File: src/rtl/core/i2c_mbe_pkg.sv
// i2c_mbe_pkg: types, codes and the per-action step function of the i2c master bit engine
// used by the channel interfaces, the sequencer core and the top level
// no dependencies

package i2c_mbe_pkg;

  // operation codes of a command beat
  typedef enum logic [2:0] {
    OP_TICK      = 3'd0,
    OP_START     = 3'd1,
    OP_STOP      = 3'd2,
    OP_RESTART   = 3'd3,
    OP_WRITE     = 3'd4,
    OP_READ      = 3'd5,
    OP_BUS_RESET = 3'd6
  } op_e;

  // sequencer phases, one action each
  typedef enum logic [4:0] {
    PH_IDLE = 5'd0,
    PH_ST_A = 5'd1,
    PH_ST_B = 5'd2,
    PH_SP_A = 5'd3,
    PH_SP_B = 5'd4,
    PH_SP_C = 5'd5,
    PH_RS_A = 5'd6,
    PH_RS_B = 5'd7,
    PH_RS_C = 5'd8,
    PH_RS_D = 5'd9,
    PH_RS_E = 5'd10,
    PH_RS_F = 5'd11,
    PH_WR_D = 5'd12,
    PH_WR_H = 5'd13,
    PH_WR_L = 5'd14,
    PH_AK_H = 5'd15,
    PH_AK_S = 5'd16,
    PH_AK_E = 5'd17,
    PH_RD_R = 5'd18,
    PH_RD_H = 5'd19,
    PH_RD_S = 5'd20,
    PH_RD_Z = 5'd21,
    PH_NA_D = 5'd22,
    PH_NA_H = 5'd23,
    PH_NA_L = 5'd24,
    PH_BR_L = 5'd25,
    PH_BR_H = 5'd26,
    PH_BR_P = 5'd27,
    PH_FIN  = 5'd28
  } phase_e;

  // wait lengths in delay units
  typedef enum logic [1:0] {
    WAIT_0  = 2'd0,
    WAIT_1  = 2'd1,
    WAIT_2  = 2'd2,
    WAIT_10 = 2'd3
  } wait_e;

  localparam int unsigned TpuW        = 16;
  localparam int unsigned DelayW      = 20;
  localparam logic [TpuW-1:0] TPU_RESET = 16'd100;
  localparam logic [3:0] BITS_PER_BYTE  = 4'd8;
  localparam logic [3:0] BUS_RST_PULSES = 4'd9;

  // command beat
  typedef struct packed {
    logic [2:0] operation;
    logic [7:0] data_byte;
    logic       send_ack;
    logic       sda_in;
  } cmd_t;

  // result beat
  typedef struct packed {
    logic       scl_level;
    logic       sda_release;
    logic       busy_res;
    logic       done_res;
    logic [7:0] received_byte;
    logic       ack_seen;
  } res_t;

  // sequencer state
  typedef struct packed {
    phase_e              phase;
    logic [3:0]          bit_cnt;
    logic [7:0]          shift;
    logic [DelayW-1:0]   delay;
    logic                scl;
    logic                sda;
    logic                ack_flag;
    logic                ack_req;
    logic [7:0]          rx;
  } state_t;

  localparam state_t STATE_RESET = '{
    phase:    PH_IDLE,
    bit_cnt:  4'd0,
    shift:    8'd0,
    delay:    '0,
    scl:      1'b1,
    sda:      1'b1,
    ack_flag: 1'b0,
    ack_req:  1'b0,
    rx:       8'd0
  };

  typedef struct packed {
    state_t st;
    logic   done;
  } act_t;

  // wait length in ticks, ten units as 8t + 2t
  function automatic logic [DelayW-1:0] delay_load(wait_e w, logic [TpuW-1:0] tpu);
    logic [DelayW-1:0] r;
    case (w)
      WAIT_0:  r = '0;
      WAIT_1:  r = {4'd0, tpu};
      WAIT_2:  r = {3'd0, tpu, 1'b0};
      WAIT_10: r = {1'b0, tpu, 3'b000} + {3'd0, tpu, 1'b0};
      default: r = '0;
    endcase
    return r;
  endfunction

  // one action of the sequencer: set lines, sample sda, load the next wait
  function automatic act_t act_step(state_t s, logic sda_in, logic [TpuW-1:0] tpu);
    act_t       r;
    wait_e      w;
    logic [3:0] cnt_inc;
    r       = '{st: s, done: 1'b0};
    w       = WAIT_0;
    cnt_inc = s.bit_cnt + 4'd1;
    case (s.phase)
      PH_ST_A: begin r.st.sda = 1'b0; w = WAIT_1; r.st.phase = PH_ST_B; end
      PH_ST_B: begin r.st.scl = 1'b0; w = WAIT_0; r.st.phase = PH_FIN; end
      PH_SP_A: begin
        r.st.scl = 1'b0; r.st.sda = 1'b0; w = WAIT_1; r.st.phase = PH_SP_B;
      end
      PH_SP_B: begin r.st.scl = 1'b1; w = WAIT_1; r.st.phase = PH_SP_C; end
      PH_SP_C: begin r.st.sda = 1'b1; w = WAIT_0; r.st.phase = PH_FIN; end
      PH_RS_A: begin w = WAIT_1; r.st.phase = PH_RS_B; end
      PH_RS_B: begin r.st.scl = 1'b0; w = WAIT_1; r.st.phase = PH_RS_C; end
      PH_RS_C: begin r.st.sda = 1'b1; w = WAIT_1; r.st.phase = PH_RS_D; end
      PH_RS_D: begin r.st.scl = 1'b1; w = WAIT_2; r.st.phase = PH_RS_E; end
      PH_RS_E: begin r.st.sda = 1'b0; w = WAIT_1; r.st.phase = PH_RS_F; end
      PH_RS_F: begin r.st.scl = 1'b0; w = WAIT_0; r.st.phase = PH_FIN; end
      PH_WR_D: begin r.st.sda = s.shift[7]; w = WAIT_1; r.st.phase = PH_WR_H; end
      PH_WR_H: begin r.st.scl = 1'b1; w = WAIT_1; r.st.phase = PH_WR_L; end
      PH_WR_L: begin
        r.st.scl     = 1'b0;
        r.st.shift   = {s.shift[6:0], 1'b0};
        r.st.bit_cnt = cnt_inc;
        w            = WAIT_0;
        r.st.phase   = (cnt_inc < BITS_PER_BYTE) ? PH_WR_D : PH_AK_H;
      end
      PH_AK_H: begin
        r.st.sda = 1'b1; r.st.scl = 1'b1; w = WAIT_2; r.st.phase = PH_AK_S;
      end
      PH_AK_S: begin
        r.st.ack_flag = ~sda_in; r.st.scl = 1'b0; w = WAIT_1; r.st.phase = PH_AK_E;
      end
      PH_AK_E: begin r.st.sda = 1'b0; w = WAIT_0; r.st.phase = PH_FIN; end
      PH_RD_R: begin
        r.st.sda = 1'b1; r.st.bit_cnt = 4'd0; r.st.shift = 8'd0;
        w = WAIT_1; r.st.phase = PH_RD_H;
      end
      PH_RD_H: begin r.st.scl = 1'b1; w = WAIT_1; r.st.phase = PH_RD_S; end
      PH_RD_S: begin
        r.st.shift   = {s.shift[6:0], sda_in};
        r.st.scl     = 1'b0;
        r.st.bit_cnt = cnt_inc;
        w            = WAIT_1;
        r.st.phase   = (cnt_inc < BITS_PER_BYTE) ? PH_RD_H : PH_RD_Z;
      end
      PH_RD_Z: begin
        r.st.sda = 1'b0; r.st.rx = s.shift; w = WAIT_1; r.st.phase = PH_NA_D;
      end
      PH_NA_D: begin r.st.sda = ~s.ack_req; w = WAIT_2; r.st.phase = PH_NA_H; end
      PH_NA_H: begin r.st.scl = 1'b1; w = WAIT_2; r.st.phase = PH_NA_L; end
      PH_NA_L: begin r.st.scl = 1'b0; w = WAIT_1; r.st.phase = PH_FIN; end
      PH_BR_L: begin
        r.st.scl = 1'b0; r.st.bit_cnt = 4'd0; w = WAIT_10; r.st.phase = PH_BR_H;
      end
      PH_BR_H: begin r.st.scl = 1'b1; w = WAIT_1; r.st.phase = PH_BR_P; end
      PH_BR_P: begin
        r.st.scl     = 1'b0;
        r.st.bit_cnt = cnt_inc;
        w            = WAIT_1;
        r.st.phase   = (cnt_inc < BUS_RST_PULSES) ? PH_BR_H : PH_FIN;
      end
      // finish: back to idle
      default: begin
        r.st.phase = PH_IDLE;
        r.done     = 1'b1;
      end
    endcase
    r.st.delay = delay_load(w, tpu);
    return r;
  endfunction

endpackage

File: src/rtl/core/i2c_mbe_cmd_if.sv
// i2c_mbe_cmd_if: valid/ready channel carrying command and tick beats
// depends on i2c_mbe_pkg

interface i2c_mbe_cmd_if;
  logic               valid;
  logic               ready;
  i2c_mbe_pkg::cmd_t  data;

  modport source (output valid, output data, input ready);
  modport sink   (input valid, input data, output ready);
endinterface

File: src/rtl/core/i2c_mbe_res_if.sv
// i2c_mbe_res_if: valid/ready channel carrying result beats
// depends on i2c_mbe_pkg

interface i2c_mbe_res_if;
  logic               valid;
  logic               ready;
  i2c_mbe_pkg::res_t  data;

  modport source (output valid, output data, input ready);
  modport sink   (input valid, input data, output ready);
endinterface

File: src/rtl/core/i2c_mbe_core.sv
// i2c_mbe_core: sequencer state, delay counter and timing register of the bit engine
// depends on i2c_mbe_pkg (state types and the action step function)

module i2c_mbe_core (
  input  logic                          clk_i,
  input  logic                          rst_ni,
  input  logic                          fire_i,
  input  i2c_mbe_pkg::cmd_t             cmd_i,
  input  logic                          cfg_we_i,
  input  logic [i2c_mbe_pkg::TpuW-1:0]  cfg_data_i,
  output i2c_mbe_pkg::res_t             res_o
);

  i2c_mbe_pkg::state_t               state_q, state_d;
  i2c_mbe_pkg::state_t               s_entry;
  i2c_mbe_pkg::act_t                 act_a, act_b;
  i2c_mbe_pkg::state_t               s_final;
  logic                              done;
  logic [i2c_mbe_pkg::TpuW-1:0]      tpu_q, tpu_eff;

  // timing register
  always_ff @(posedge clk_i or negedge rst_ni) begin
    if (!rst_ni) begin
      tpu_q <= i2c_mbe_pkg::TPU_RESET;
    end else if (cfg_we_i) begin
      tpu_q <= cfg_data_i;
    end
  end

  // zero counts as one tick per unit
  assign tpu_eff = (tpu_q == '0) ? {{(i2c_mbe_pkg::TpuW-1){1'b0}}, 1'b1} : tpu_q;

  // command launch or delay countdown
  always_comb begin
    s_entry = state_q;
    if (state_q.phase == i2c_mbe_pkg::PH_IDLE) begin
      case (i2c_mbe_pkg::op_e'(cmd_i.operation))
        i2c_mbe_pkg::OP_START: begin
          s_entry.phase = i2c_mbe_pkg::PH_ST_A;
        end
        i2c_mbe_pkg::OP_STOP: begin
          s_entry.phase = i2c_mbe_pkg::PH_SP_A;
        end
        i2c_mbe_pkg::OP_RESTART: begin
          s_entry.phase = i2c_mbe_pkg::PH_RS_A;
        end
        i2c_mbe_pkg::OP_WRITE: begin
          s_entry.phase = i2c_mbe_pkg::PH_WR_D;
          s_entry.shift = cmd_i.data_byte;
        end
        i2c_mbe_pkg::OP_READ: begin
          s_entry.phase   = i2c_mbe_pkg::PH_RD_R;
          s_entry.ack_req = cmd_i.send_ack;
        end
        i2c_mbe_pkg::OP_BUS_RESET: begin
          s_entry.phase = i2c_mbe_pkg::PH_BR_L;
        end
        default: begin
          s_entry.phase = i2c_mbe_pkg::PH_IDLE;
        end
      endcase
      if (s_entry.phase != i2c_mbe_pkg::PH_IDLE) begin
        s_entry.delay   = '0;
        s_entry.bit_cnt = 4'd0;
      end
    end else if (state_q.delay != '0) begin
      s_entry.delay = state_q.delay - {{(i2c_mbe_pkg::DelayW-1){1'b0}}, 1'b1};
    end
  end

  // up to two chained actions: only a zero wait lets a second one follow
  always_comb begin
    act_a = '{st: s_entry, done: 1'b0};
    if (s_entry.phase != i2c_mbe_pkg::PH_IDLE && s_entry.delay == '0) begin
      act_a = i2c_mbe_pkg::act_step(s_entry, cmd_i.sda_in, tpu_eff);
    end
    act_b = '{st: act_a.st, done: 1'b0};
    if (!act_a.done && act_a.st.phase != i2c_mbe_pkg::PH_IDLE && act_a.st.delay == '0) begin
      act_b = i2c_mbe_pkg::act_step(act_a.st, cmd_i.sda_in, tpu_eff);
    end
    s_final = act_b.st;
    done    = act_a.done | act_b.done;
  end

  // state advances once per accepted beat
  assign state_d = fire_i ? s_final : state_q;

  always_ff @(posedge clk_i or negedge rst_ni) begin
    if (!rst_ni) begin
      state_q <= i2c_mbe_pkg::STATE_RESET;
    end else begin
      state_q <= state_d;
    end
  end

  // result of this beat
  assign res_o = '{
    scl_level:     s_final.scl,
    sda_release:   s_final.sda,
    busy_res:      (s_final.phase != i2c_mbe_pkg::PH_IDLE),
    done_res:      done,
    received_byte: s_final.rx,
    ack_seen:      s_final.ack_flag
  };

endmodule

File: src/rtl/core/i2c_mbe_outreg.sv
// i2c_mbe_outreg: result register between the sequencer and the result channel
// depends on i2c_mbe_pkg and i2c_mbe_res_if

module i2c_mbe_outreg (
  input  logic                  clk_i,
  input  logic                  rst_ni,
  input  logic                  fire_i,
  input  i2c_mbe_pkg::res_t     res_i,
  output logic                  space_o,
  i2c_mbe_res_if.source         res_o
);

  logic               valid_q, valid_d;
  i2c_mbe_pkg::res_t  data_q, data_d;

  // room for a new beat when empty or being drained
  assign space_o = !valid_q || res_o.ready;

  always_comb begin
    valid_d = valid_q;
    data_d  = data_q;
    if (fire_i) begin
      valid_d = 1'b1;
      data_d  = res_i;
    end else if (res_o.ready) begin
      valid_d = 1'b0;
    end
  end

  // valid flag
  always_ff @(posedge clk_i or negedge rst_ni) begin
    if (!rst_ni) begin
      valid_q <= 1'b0;
    end else begin
      valid_q <= valid_d;
    end
  end

  // payload
  always_ff @(posedge clk_i) begin
    data_q <= data_d;
  end

  assign res_o.valid = valid_q;
  assign res_o.data  = data_q;

endmodule

File: src/rtl/core/i2c_master_bit_engine.sv
// i2c_master_bit_engine: top level of the bit-level i2c master
// depends on i2c_mbe_pkg, i2c_mbe_cmd_if, i2c_mbe_res_if, i2c_mbe_core, i2c_mbe_outreg

// Every beat on cmd_i (a command or a plain tick) gives exactly one result beat on
// res_o in the following cycle, and the engine takes one beat per clock cycle while
// res_o is not stalled: the whole sequencer step (command launch, delay countdown
// and up to two chained bus actions) sits between the state registers and the
// result register. cmd_i.ready is high whenever the result register is empty or
// its beat is taken in the same cycle. Commands arriving while a sequence runs are
// treated as ticks. Bus timing counts in delay units of ticks_per_delay_unit beats,
// written through cfg_we_i and cfg_data_i (reset 100, zero acts as one).

module i2c_master_bit_engine (
  input  logic                          clk_i,
  input  logic                          rst_ni,
  input  logic                          cfg_we_i,
  input  logic [i2c_mbe_pkg::TpuW-1:0]  cfg_data_i,
  i2c_mbe_cmd_if.sink                   cmd_i,
  i2c_mbe_res_if.source                 res_o
);

  logic               fire;
  logic               space;
  i2c_mbe_pkg::res_t  res_next;

  assign cmd_i.ready = space;
  assign fire        = cmd_i.valid && space;

  // sequencer
  i2c_mbe_core u_core (
    .clk_i      (clk_i),
    .rst_ni     (rst_ni),
    .fire_i     (fire),
    .cmd_i      (cmd_i.data),
    .cfg_we_i   (cfg_we_i),
    .cfg_data_i (cfg_data_i),
    .res_o      (res_next)
  );

  // result register
  i2c_mbe_outreg u_outreg (
    .clk_i   (clk_i),
    .rst_ni  (rst_ni),
    .fire_i  (fire),
    .res_i   (res_next),
    .space_o (space),
    .res_o   (res_o)
  );

`ifndef NO_ASSERTIONS
  // a completed sequence is never reported busy
  a_done_not_busy: assert property (@(posedge clk_i) disable iff (!rst_ni)
    res_o.valid |-> !(res_o.data.done_res && res_o.data.busy_res))
    else $error("done and busy reported together");

  // every accepted beat shows up as a result beat next cycle
  a_beat_to_result: assert property (@(posedge clk_i) disable iff (!rst_ni)
    (cmd_i.valid && cmd_i.ready) |=> res_o.valid)
    else $error("accepted beat gave no result");

  // a stalled result blocks new beats
  a_stall_blocks: assert property (@(posedge clk_i) disable iff (!rst_ni)
    (res_o.valid && !res_o.ready) |-> !cmd_i.ready)
    else $error("beat accepted over a stalled result");
`endif

endmodule
File: src/flat_wrapper.sv
// flat-port wrapper written by rule: the top's interface ports become plain ports
module i2c_master_bit_engine_flat 
  (clk_i, rst_ni, cfg_we_i, cfg_data_i, cmd_i_valid, cmd_i_data, cmd_i_ready, res_o_valid, res_o_data, res_o_ready);
  i2c_mbe_cmd_if cmd_i_i ();
  i2c_mbe_res_if res_o_i ();
  input  logic clk_i;
  input  logic rst_ni;
  input  logic cfg_we_i;
  input  logic [i2c_mbe_pkg::TpuW-1:0] cfg_data_i;
  input wire logic [$bits(cmd_i_i.valid)-1:0] cmd_i_valid;
  input wire logic [$bits(cmd_i_i.data)-1:0] cmd_i_data;
  output wire logic [$bits(cmd_i_i.ready)-1:0] cmd_i_ready;
  output wire logic [$bits(res_o_i.valid)-1:0] res_o_valid;
  output wire logic [$bits(res_o_i.data)-1:0] res_o_data;
  input wire logic [$bits(res_o_i.ready)-1:0] res_o_ready;
  assign cmd_i_i.valid = cmd_i_valid;
  assign cmd_i_i.data = cmd_i_data;
  assign cmd_i_ready = cmd_i_i.ready;
  assign res_o_valid = res_o_i.valid;
  assign res_o_data = res_o_i.data;
  assign res_o_i.ready = res_o_ready;
  i2c_master_bit_engine u_core (.clk_i(clk_i), .rst_ni(rst_ni), .cfg_we_i(cfg_we_i), .cfg_data_i(cfg_data_i), .cmd_i(cmd_i_i), .res_o(res_o_i));
endmodule
File: config.mk
export PLATFORM = sky130hd
export DESIGN_NAME = i2c_master_bit_engine_flat
export DESIGN_NICKNAME = d
export VERILOG_FILES = /design/src/rtl/core/i2c_mbe_pkg.sv /design/src/rtl/core/i2c_mbe_cmd_if.sv /design/src/rtl/core/i2c_mbe_res_if.sv /design/src/rtl/core/i2c_mbe_core.sv /design/src/rtl/core/i2c_mbe_outreg.sv /design/src/rtl/core/i2c_master_bit_engine.sv /design/src/flat_wrapper.sv
export SDC_FILE = /design/constraint.sdc
export NUM_CORES = 1
export LEC_CHECK = 0
export BUFFER_PORTS_ARGS = -buffer_cell sky130_fd_sc_hd__buf_2
export CAP_MARGIN = 0
export CORE_ASPECT_RATIO = 1.4
export CORE_MARGIN = 4
export CORE_UTILIZATION = 57
export CTS_CLUSTER_SIZE = 16
export DETAILED_ROUTE_END_ITERATION = 8
export PLACE_DENSITY = 0.86
export SYNTH_ARGS = -nofsm -noshare
export SYNTH_HDL_FRONTEND = slang
export SYNTH_HIERARCHICAL = 1
export SYNTH_SLANG_ARGS = --single-unit
export TNS_END_PERCENT = 50
File: constraint.sdc
create_clock -name clk_i -period 4.9 [get_ports clk_i]
set_input_delay 0.98 -clock clk_i [delete_from_list [all_inputs] [get_ports clk_i]]
set_output_delay 0.98 -clock clk_i [all_outputs]
set_load 0.03 [all_outputs]
Word-level counts from Yosys, hierarchy flattened:

Index checks and enable logic that the tools add are counted.

* bits in registers: 79
* input bits: 34

* add/subtract/negate cells: 4
* magnitude comparators: 4
* equality and inequality tests: 66
* multiplexer cells: 43
* bitwise logic cells: 4
* reductions and logical operators: 39

Operators by type and width (count)
* case mux 5 bit (23 select lines): 2
* case mux 20 bit (4 select lines): 2
* equality test 5 bit, second input constant: 24
* two-way mux 50 bit: 2
* equality test 5 x 4 -> 1 bit, second input constant: 16
* two-way mux 20 bit: 3
* OR reduction 27 bit: 2
* case mux 8 bit (3 select lines): 2
* equality test 5 x 3 -> 1 bit, second input constant: 8
* zero test 20 bit: 2
* OR reduction 17 bit: 2
* case mux 5 bit (6 select lines): 1
* two-way mux 8 bit: 3
* adder 19 x 17 -> 20 bit: 1
* equality test 5 x 2 -> 1 bit, second input constant: 4
* nonzero test 20 bit: 1
* nonzero test 5 bit: 4
* OR reduction 10 bit: 2
* OR reduction 5 bit: 4
* subtractor 20 x 1 -> 20 bit, second input constant: 1
* two-way mux 17 bit: 1
* zero test 16 bit: 1
* < comparator 4 bit, second input constant: 4
* two-way mux 16 bit: 1
* other kinds (28): 67

Logic depth before layout (Yosys ltp):

Gate-level depths: netlist of run 1.

* depth after elaboration: 21
* depth in mapped cells: 21
* depth with buffers taken out: 19

By module:

The synthesis of run 1 kept the hierarchy.

By module, submodules not included
* i2c_mbe_core: times used 1, cells an instance 1018, area each 7803.7 um^2
* i2c_mbe_outreg: times used 1, cells an instance 16, area each 437.9 um^2
* i2c_master_bit_engine: times used 1, cells an instance 1, area each 6.3 um^2

Worst setup path before layout of run 1:

OpenSTA, ideal clock, no wires.

* path kind: input to register
* start: in cmd_i_data[10]
* end: reg u_core.u_outreg.data_q (netlist bit u_core/u_outreg/res_o.data[9]) (data pin)
* arrival: 4.835 ns
* required time: 4.649 ns
* setup slack: -0.187 ns
* stages: 19
* path buffers: 5
* path through: clkbuf_1 -> clkbuf_1 -> or3_1 -> nand4_1 -> clkbuf_1 -> and2_1 -> ha_1 -> and2_1 -> nor3_1 -> o221ai_1 -> a211o_1 -> or4_1 -> a211oi_1 -> nor3_1 -> nand4_1 -> or2_0 -> clkbuf_1 -> o22ai_1 -> buf_4

* word-level cells in the longest chain between the ends: 16
* elaborated cells on any way between the ends: 99
* classes of those cells: 1 x add/sub; 2 x order compare; 63 x eq/ne; 17 x mux; 1 x bitwise; 15 x reduce/logical

Ends and longest elaborated chain
* start: declaration: line flat_wrapper.sv:11 `input wire logic [$bits(cmd_i_i.data)-1:0] cmd_i_data;`
* equality test 3 bit, or another cell as far along: line i2c_mbe_core.sv:37 `case (i2c_mbe_pkg::op_e'(cmd_i.operation))`
* case mux 5 bit (6 select lines) *: line i2c_mbe_core.sv:37
* two-way mux 5 bit *: line i2c_mbe_core.sv:36 `if (state_q.phase == i2c_mbe_pkg::PH_IDLE) begin`
* nonzero test 5 bit: line i2c_mbe_core.sv:62 `if (s_entry.phase != i2c_mbe_pkg::PH_IDLE) begin`
* two-way mux 4 bit: line i2c_mbe_core.sv:62
* two-way mux 17 bit: line i2c_mbe_core.sv:36
* adder 4 x 1 -> 4 bit: line i2c_mbe_pkg.sv:133 `cnt_inc = s.bit_cnt + 4'd1;`
* < comparator 4 bit (on tied branches): line i2c_mbe_pkg.sv:155, i2c_mbe_pkg.sv:174, i2c_mbe_pkg.sv:190
* two-way mux 2 bit, or another cell as far along: line i2c_mbe_pkg.sv:155 `r.st.phase = (cnt_inc < BITS_PER_BYTE) ? PH_WR_D : PH_AK_H;`
* case mux 5 bit (23 select lines): line i2c_mbe_pkg.sv:134 `case (s.phase)`
* two-way mux 50 bit *: line i2c_mbe_core.sv:74 `if (s_entry.phase != i2c_mbe_pkg::PH_IDLE && s_entry.delay == '0) begin`
* equality test 5 bit, or another cell as far along: line i2c_mbe_pkg.sv:134
* OR reduction 27 bit (no line) / logical AND 1 bit (equally long branches)
* two-way mux 1 bit / logical AND 1 bit (equally long branches): line i2c_mbe_pkg.sv:134, i2c_mbe_core.sv:78
* two-way mux 50 bit: line i2c_mbe_core.sv:78 `if (!act_a.done && act_a.st.phase != i2c_mbe_pkg::PH_IDLE && act_a.st.delay == '0) begin`
* OR 1 bit *: line i2c_mbe_core.sv:82 `done = act_a.done | act_b.done;`
* net u_core.u_core.done: line i2c_mbe_core.sv:18 `logic done;`
* end signal: assignment: line i2c_mbe_outreg.sv:41 `data_q <= data_d;`
* end: declaration: line i2c_mbe_outreg.sv:14 `i2c_mbe_pkg::res_t data_q, data_d;`

The timed path passes the listed nets; every way through them passes the cells marked *. The select of a mux whose other input is x is not followed.
A chain may end at the register's enable or synchronous reset.

Worst setup path after layout of run 1:

* start: reg u_core/u_core/state_q[13] (netlist bit)
* end: reg u_core/u_core/state_q[45] (netlist bit)

* word-level cells in the longest chain between the ends: 11
* elaborated cells on any way between the ends: 49
* classes of those cells: 2 x add/sub; 2 x order compare; 27 x eq/ne; 9 x mux; 9 x reduce/logical

Ends and longest elaborated chain
* start: declaration: line i2c_mbe_core.sv:14 `i2c_mbe_pkg::state_t state_q, state_d;`
* start signal: assignment: line i2c_mbe_core.sv:90 `state_q <= i2c_mbe_pkg::STATE_RESET;`
* start signal: assignment: line i2c_mbe_core.sv:92 `state_q <= state_d;`
* subtractor 20 x 1 -> 20 bit / nonzero test 20 bit (equally long branches): line i2c_mbe_core.sv:67, i2c_mbe_core.sv:66
* two-way mux 20 bit: line i2c_mbe_core.sv:66 `end else if (state_q.delay != '0) begin`
* two-way mux 20 bit *: line i2c_mbe_core.sv:36
* zero test 20 bit: line i2c_mbe_core.sv:74
* logical AND 1 bit: line i2c_mbe_core.sv:74
* two-way mux 50 bit *: line i2c_mbe_core.sv:74
* adder 4 x 1 -> 4 bit: line i2c_mbe_pkg.sv:133
* < comparator 4 bit (on tied branches): line i2c_mbe_pkg.sv:190, i2c_mbe_pkg.sv:155, i2c_mbe_pkg.sv:174
* two-way mux 3 bit, or another cell as far along: line i2c_mbe_pkg.sv:190 `r.st.phase = (cnt_inc < BUS_RST_PULSES) ? PH_BR_H : PH_FIN;`
* case mux 5 bit (23 select lines): line i2c_mbe_pkg.sv:134
* two-way mux 50 bit *: line i2c_mbe_core.sv:78

Mark *: on every way between the ends. The rest lies on a longest branch, timed or not.

==> results.tsv, run 1 <==
stage	metric	value	unit
status	outcome	complete, no violations	
die	dieArea	0.0165	mm^2
synth	synth.distinct_cells	103	
worst_setup_path	worstPathArrival	5140	ps
sta	relSlewSlack	34.9	%
worst_setup_path	reg2reg_depth	19	
worst_setup_path	crit_fanout	12	
cts	cts_root_buffer	clkbuf_16	
synth	synth-edff-count	13	
power_and_ir_drop	swShare	44.7	%
sta	finalHoldViolCount	0	
synth	seq_area_frac_synth	24.8	%
detailed_routing	drc	0	
worst_setup_path	startpoint_type	flop	
detailed_routing	routed_wl	36.2	mm
worst_hold_path	whs_path_depth	1	
die	fp.coreArea	0.0140	mm^2
sta	max_freq	206	MHz
layout	drive_gt1_share	31.5	%
worst_hold_path	hold_path_class	flop to flop	
die	die_w	110	um
detailed_routing	final_antenna_net_count	0	
worst_setup_path	r2r_slack	50	ps
sta	setup_viol	0	
global_routing	grt_max_degree	75	
die	rows	51	
layout	synthToLayoutAreaGrowth	26.5	%
die	start_util	58.8	%
synth	ys_seq_elements	79	
detailed_routing	drt_iter0_markers	1219	
power_and_ir_drop	p_per_area	379	mW/mm^2
sta	fin_skew	7.24	ps
global_routing	antenna_found_initial	1	
power_and_ir_drop	internal-power	2.19	mW
global_routing	grt_pass1_vias	10000	
sta	rsz0062_at_grt	yes	
sta	tightest_slew	977	ps
power_and_ir_drop	power_frac_seq	22.4	%
power_and_ir_drop	vdd_ir_drop_max	0.349	mV
detailed_routing	avgRoutedWirePerCell	25.8	um
worst_setup_path	path_class	flop to flop	
detailed_routing	drtPass1Iterations	8	
synth	synth-async-reset-ratio	83.5	%
cts	htreeDepth	3	
global_routing	gr-usage-all-layers	44.8	%
synth	postSynthCellCount	1035	
power_and_ir_drop	combPwrFrac	57.6	%
place	routabilityCongestion	1.09	
sta	min_period_over_period	99.0	%
cts	clkSinkCount	79	
cts	cts_buffer_depth	2	
detailed_routing	vias	10100	
synth	ys.flop_type	dfrtp_1	
place	hpwl	27.2	mm
global_routing	gr-total-overflow	0	
layout	nNetsFinal	1265	
global_routing	grt_pass1_wl	55.8	mm
worst_setup_path	critPathRequiredTime	5180	ps
sta	min_period	4850	ps
worst_setup_path	cp-end-kind	flop	
synth	syn_area	0.00825	mm^2
job	maxCapViolations	0	
place	io_buffer_count	48	
detailed_routing	viasPerCell	7.22	
power_and_ir_drop	power.switching	1.77	mW
cts	clkTransAtPathRegs	70	ps
sta	finalHoldWorstSlack	499	ps
layout	fin_util	74.3	%
power_and_ir_drop	clockPowerShare	20.0	%
power_and_ir_drop	p_leak	4.27	nW
die	die_y	150	um
synth	avgSynthCellArea	7.97	um^2
synth	synth_fp_nets	1087	
synth	yosys_warnings	6	
cts	cts_tree	built	
cts	ctsHoldBuffers	0	
die	ioPinCount	49	
cts	cts_made_buffers	9	
cts	clock_latency	350	ps
sta	slew_viol_final	0	
cells by family after synthesis:
family	count (synthesis)	synth area share [%]
AO/OA/AOI/OAI	392	34.4
XOR/XNOR	19	2.02
adder cells (fa/ha/maj)	18	2.82
buffers and inverters	122	6.98
flip-flops	79	24.8
multiplexers	42	5.54
AND/OR/NAND/NOR	363	23.4
flip-flops by register name (all words and copies together) (netlist names):
register / count
u_core/u_core/tpu_q: 16
u_core/u_outreg/res_o.data: 13
u_core/u_core/s_entry: 11
u_core/u_outreg/res_o.valid: 1
u_core/u_core/state_q: 38
synth_stat cells, types with 17 or more instances:
master	count	area, um^2
mux2_2	29	327
nor4_1	20	125
nand2_1	68	255
nor3_1	38	190
a211oi_1	25	188
nor2_1	103	387
dfrtp_1	61	1530
o21ai_0	55	275
inv_1	27	101
a221oi_1	21	184
nand3_1	24	120
a31oi_1	24	150
clkbuf_1	60	225
ha_1	17	213
a21oi_1	71	355
final timing paths:
path | endpoint | startpoint
worst max-delay path | u_core/u_core/state_q[45] | u_core/u_core/state_q[13]
worst min-delay path | u_core/u_core/state_q[38] | u_core/u_core/state_q[38]
worst max register to register | u_core/u_core/state_q[45] | u_core/u_core/state_q[13]
worst min register to register | u_core/u_core/state_q[38] | u_core/u_core/state_q[38]
max in group asynchronous | u_core/u_core/tpu_q[2] | rst_ni
min in group asynchronous | u_core/u_core/state_q[8] | rst_ni
layer usage:
metal | track usage (%) | share of wire [%] | vias to the layer above
met3 | 8.62 | 8.7 | 291
met1 | 47.5 | 33 | 4683
met4 | 38.7 | 11 | 0
li1 | - | - | 4375
met2 | 74.8 | 47 | 791
met5 | 0 | 0 | -
critical path, cell delays in order (launching register included):
cell      delay (ps)
dfrtp_1          390
inv_1            100
ha_1             160
or4b_1           540
or4_4            640
o22ai_4          230
buf_4            190
o211ai_1         100
nand2b_1         230
and3_1           250
buf_12           150
buf_4            180
nand3_1          180
nor3_2           270
nand4_1          210
buf_4            200
nor2_4           170
buf_6            140
mux2_2           330
a21oi_2          120
power by group through the flow:
stage	registers [mW]	clock network, mW	logic [mW]
final	0.886	0.791	2.28
after global routing	0.890	0.824	2.42
after CTS	0.873	0.788	2.15
after detailed placement	0.883	0	2.12
after global placement	0.880	0	2.11
after floorplan	0.881	0	1.23
per-stage QoR:
stage	instance area (um^2)	power, mW	worst slack [ps]	TNS [ps]	cells
CTS	10300	3.81	5.88	0	1397
global placement	9880	2.99	-63.5	-79.1	1378
global route	10400	4.13	-116	-716	1404
finish	10400	3.96	47.4	0	1404
floorplan	8260	2.11	14.9	0	1035
detailed placement	9880	3.01	-153	-993	1378
what timing repair did:
| action | in CTS | in global routing |
|---|---|---|
| setup buffers | 3 | 6 |
| endpoints found under the setup margin | 28 | 28 |
| gates resized for setup | 9 | 26 |
| pin swaps | 5 | 13 |
placed cells by master, fill, tap and decap left out, types with 8 or more instances in the layout:
master,instances
nand2b_1,8
a22oi_1,16
a21o_1,11
nand2_1,68
o211ai_1,15
a221o_1,10
a31oi_1,23
xnor2_1,11
ha_1,16
dfrtp_1,61
nor2_1,102
o21ai_0,53
nor4_1,16
buf_4,204
and2_1,13
inv_1,26
o22ai_1,14
nor3_1,35
mux2i_1,12
o221ai_1,10
a221oi_1,19
o31ai_1,14
a21oi_1,68
o21a_1,14
edfxtp_1,13
or3_1,13
buf_2,48
xor2_1,8
mux2_2,29
a211oi_1,25
and3_1,9
nand4_1,8
nand3_1,24
clkbuf_16,9
cell type report:
type,count,area [um^2]
Antenna cell,1,2.50
Clock buffer,10,239
Clock inverter,6,97.6
Fill cell,1072,3610
Inverter,28,105
Multi-Input combinational cell,834,5770
Sequential cell,79,2050
Tap cell,185,231
Timing Repair Buffer,261,1930
No activity file was read; power rests on OpenSTA's default activity.
==> run 2, diff against run 1 <==
Clock period 4.9 ns to 4.8 ns, I/O delays scaled along.
==> run 2 against run 1 <==
Core utilization is 0.45 points lower; sequential power grew 2%; first-iteration DRC count increased by 22%; via count increased by 1.3%; sequential cell count is the same; critical endpoint is now u_core/u_core/state_q[25].
==> results.tsv, run 2 (synthesis results as in run 1) <==
stage	metric	value	unit	change
sta	slew_viol_final	0		unchanged
place	routabilityCongestion	1.13		+4.0%
detailed_routing	drc	0		unchanged
cts	clkTransAtPathRegs	70	ps	about the same
global_routing	grt_max_degree	52		-31%
die	start_util	58.8	%	unchanged
worst_setup_path	path_class	flop to flop		
layout	layout_common_cells	buf_4 (189), nor2_1 (101), a21oi_1 (69)		
power_and_ir_drop	p_per_area	380	mW/mm^2	+0.13%
die	ioPinCount	49		unchanged
die	die_w	110	um	unchanged
place	io_buffer_count	48		unchanged
power_and_ir_drop	vdd_ir_drop_max	0.312	mV	-11%
status	outcome	complete, no violations		
place	hpwl	24.1	mm	-11%
sta	min_period_over_period	98.6	%	-0.47 points
cts	clkSinkCount	79		unchanged
die	fp.coreArea	0.0140	mm^2	unchanged
worst_setup_path	r2r-start	u_core/u_core/state_q[12]		
job	maxCapViolations	0		unchanged
cts	ctsHoldBuffers	0		unchanged
power_and_ir_drop	p_leak	4.19	nW	-1.8%
worst_hold_path	whs_endpoint	u_core/u_core/state_q[36]		
worst_setup_path	reg2reg_depth	17		-2
layout	synthToLayoutAreaGrowth	25.7	%	
place	postPlaceCellArea	0.00964	mm^2	-2.4%
sta	finalHoldWorstSlack	491	ps	-8.15 ps
worst_setup_path	crit_fanout	10		-2
worst_setup_path	r2r_slack	70	ps	+20 ps
sta	relSlewSlack	48.9	%	+14 points
global_routing	gr-total-overflow	0		unchanged
layout	insertedDiodeCount	0		-1
detailed_routing	vias	10300		+1.3%
global_routing	grt_pass1_wl	51.6	mm	-7.5%
layout	nNetsFinal	1248		-1.3%
worst_setup_path	cpMostUsedCell	buf_4		
sta	rsz0062_at_grt	yes		
cts	cts_buffer_depth	2		unchanged
die	dieArea	0.0165	mm^2	unchanged
worst_setup_path	worstPathArrival	4940	ps	-200 ps
die	rows	51		unchanged
detailed_routing	avgRoutedWirePerCell	24.3	um	-5.5%
worst_setup_path	cpMaxStageDelayCell	or4_4		
global_routing	gr-usage-all-layers	40.6	%	-4.3 points
worst_setup_path	cp-end-kind	flop		
worst_setup_path	startpoint_type	flop		
sta	max_freq	211	MHz	+2.6%
layout	fin_area	0.0104	mm^2	-0.60%
place	detailedPlace.worstSlack	-358	ps	-205 ps
layout	regMostFlops	u_core/u_core/state_q		
sta	finalWorstSetupSlack	69.0	ps	+21.5 ps
worst_setup_path	crit_buf_inv	4		-2
worst_hold_path	whs_path_depth	1		unchanged
cts	cts_tree	built		
layout	largest_reg_flops	38		unchanged
detailed_routing	drtPass1Iterations	7		-1
worst_setup_path	path_delay_family	simple AND/OR/NAND/NOR gates		
worst_setup_path	path_cells	inv_1 > ha_1 > or4b_4 > or4_4 > o22ai_4 > buf_4 > o211ai_1 > nand2b_1 > buf_4 > nand3_4 > or3_4 > o21ai_2 > o32ai_2 > buf_4 > and2_1 > o311ai_2 > a31oi_1		
detailed_routing	final_antenna_net_count	0		unchanged
sta	setup_viol	0		unchanged
sta	fin_skew	9.51	ps	+2.27 ps
detailed_routing	viasPerCell	7.41		+2.6%
global_routing	antenna_found_initial	0		-1
detailed_routing	routed_wl	33.7	mm	-6.7%
layout	fin_util	73.9	%	-0.45 points
worst_setup_path	startpoint	u_core/u_core/state_q[12]		
worst_setup_path	timing.rr.end	u_core/u_core/state_q[25]		
die	die_y	150	um	unchanged
worst_hold_path	hold_path_class	flop to flop		
cts	cts_root_buffer	clkbuf_16		
layout	drive_gt1_share	32.1	%	+0.53 points
sta	min_period	4730	ps	-122 ps
sta	finalHoldViolCount	0		unchanged
worst_setup_path	critPathRequiredTime	5010	ps	-170 ps
layout	layout_commonest_cell	buf_4		
detailed_routing	drt_iter0_markers	1493		+22%
sta	tightest_slew	766	ps	-211 ps
power_and_ir_drop	power.total	3.94	mW	-0.47%
cts	cts_made_buffers	9		unchanged
worst_hold_path	hold_path.startpoint	u_core/u_core/state_q[36]		
cts	htreeDepth	3		unchanged
cts	clock_latency	350	ps	about the same
global_routing	grt_pass1_vias	9875		-1.5%
worst_setup_path	cpPeakStageDelay	640	ps	about the same
==> run 2: worst register-to-register path, stage by stage (launching register included) <==
cell      delay, ps
dfrtp_1         390
inv_1           120
ha_1            180
or4b_4          480
or4_4           640
o22ai_4         260
buf_4           160
o211ai_1         90
nand2b_1        150
buf_4           150
nand3_4         190
or3_4           470
o21ai_2         180
o32ai_2         150
buf_4           190
and2_1          170
o311ai_2        470
a31oi_1         150
==> run 2: what timing repair did <==
action	CTS	global route
gates resized for setup	5	60
pin swaps	3	22
endpoints found under the setup margin	19	28
setup buffers	5	12
==> run 2: final cells by class <==
class,count,area (um^2)
clock buffers,9,225
multi-input cells,834,5900
flip-flops and latches,79,2050
well taps,185,231
fillers,1065,3670
inverters,28,105
repair buffers,244,1770
clock inverters,7,85.1
==> run 2: routing by layer <==
layer  wire length (um)  vias up  share of wire [%]  global-route usage (%)
met5                 33        -              0.098                    1.62
met4               3800        2                 11                    35.4
met3               3510      345                 10                    11.1
met2              15400      874                 46                    65.0
met1              11000     4709                 33                    43.0
li1                   -     4342                  -                       -
==> run 2: how the worst max path moves through the flow <==
stage | to | slack (ps) | cells past startpoint
finish | u_core/u_core/state_q[25] | 70 | 17
CTS | u_core/u_outreg/res_o.data[10] | 10 | 21
global placement | u_core/u_core/state_q[26] | -180 | 15
global route | u_core/u_core/s_entry[11] | -90 | 23
detailed placement | u_core/u_core/state_q[26] | -360 | 20
floorplan | u_core/u_core/state_q[21] | 7 | 19
==> run 2: metrics by stage <==
| stage | instances | setup TNS [ps] |
|---|---|---|
| global placement | 1353 | -2510 |
| global route | 1386 | -934 |
| finish | 1386 | 0 |
| floorplan | 1035 | 0 |
| CTS | 1374 | 0 |
| detailed placement | 1353 | -5870 |
==> run 2: where the power goes <==
group	total [mW]	internal (mW)	switching, mW
logic	2.30	0.961	1.34
registers	0.902	0.789	0.113
clock network	0.742	0.415	0.327
total	3.94	2.16	1.78
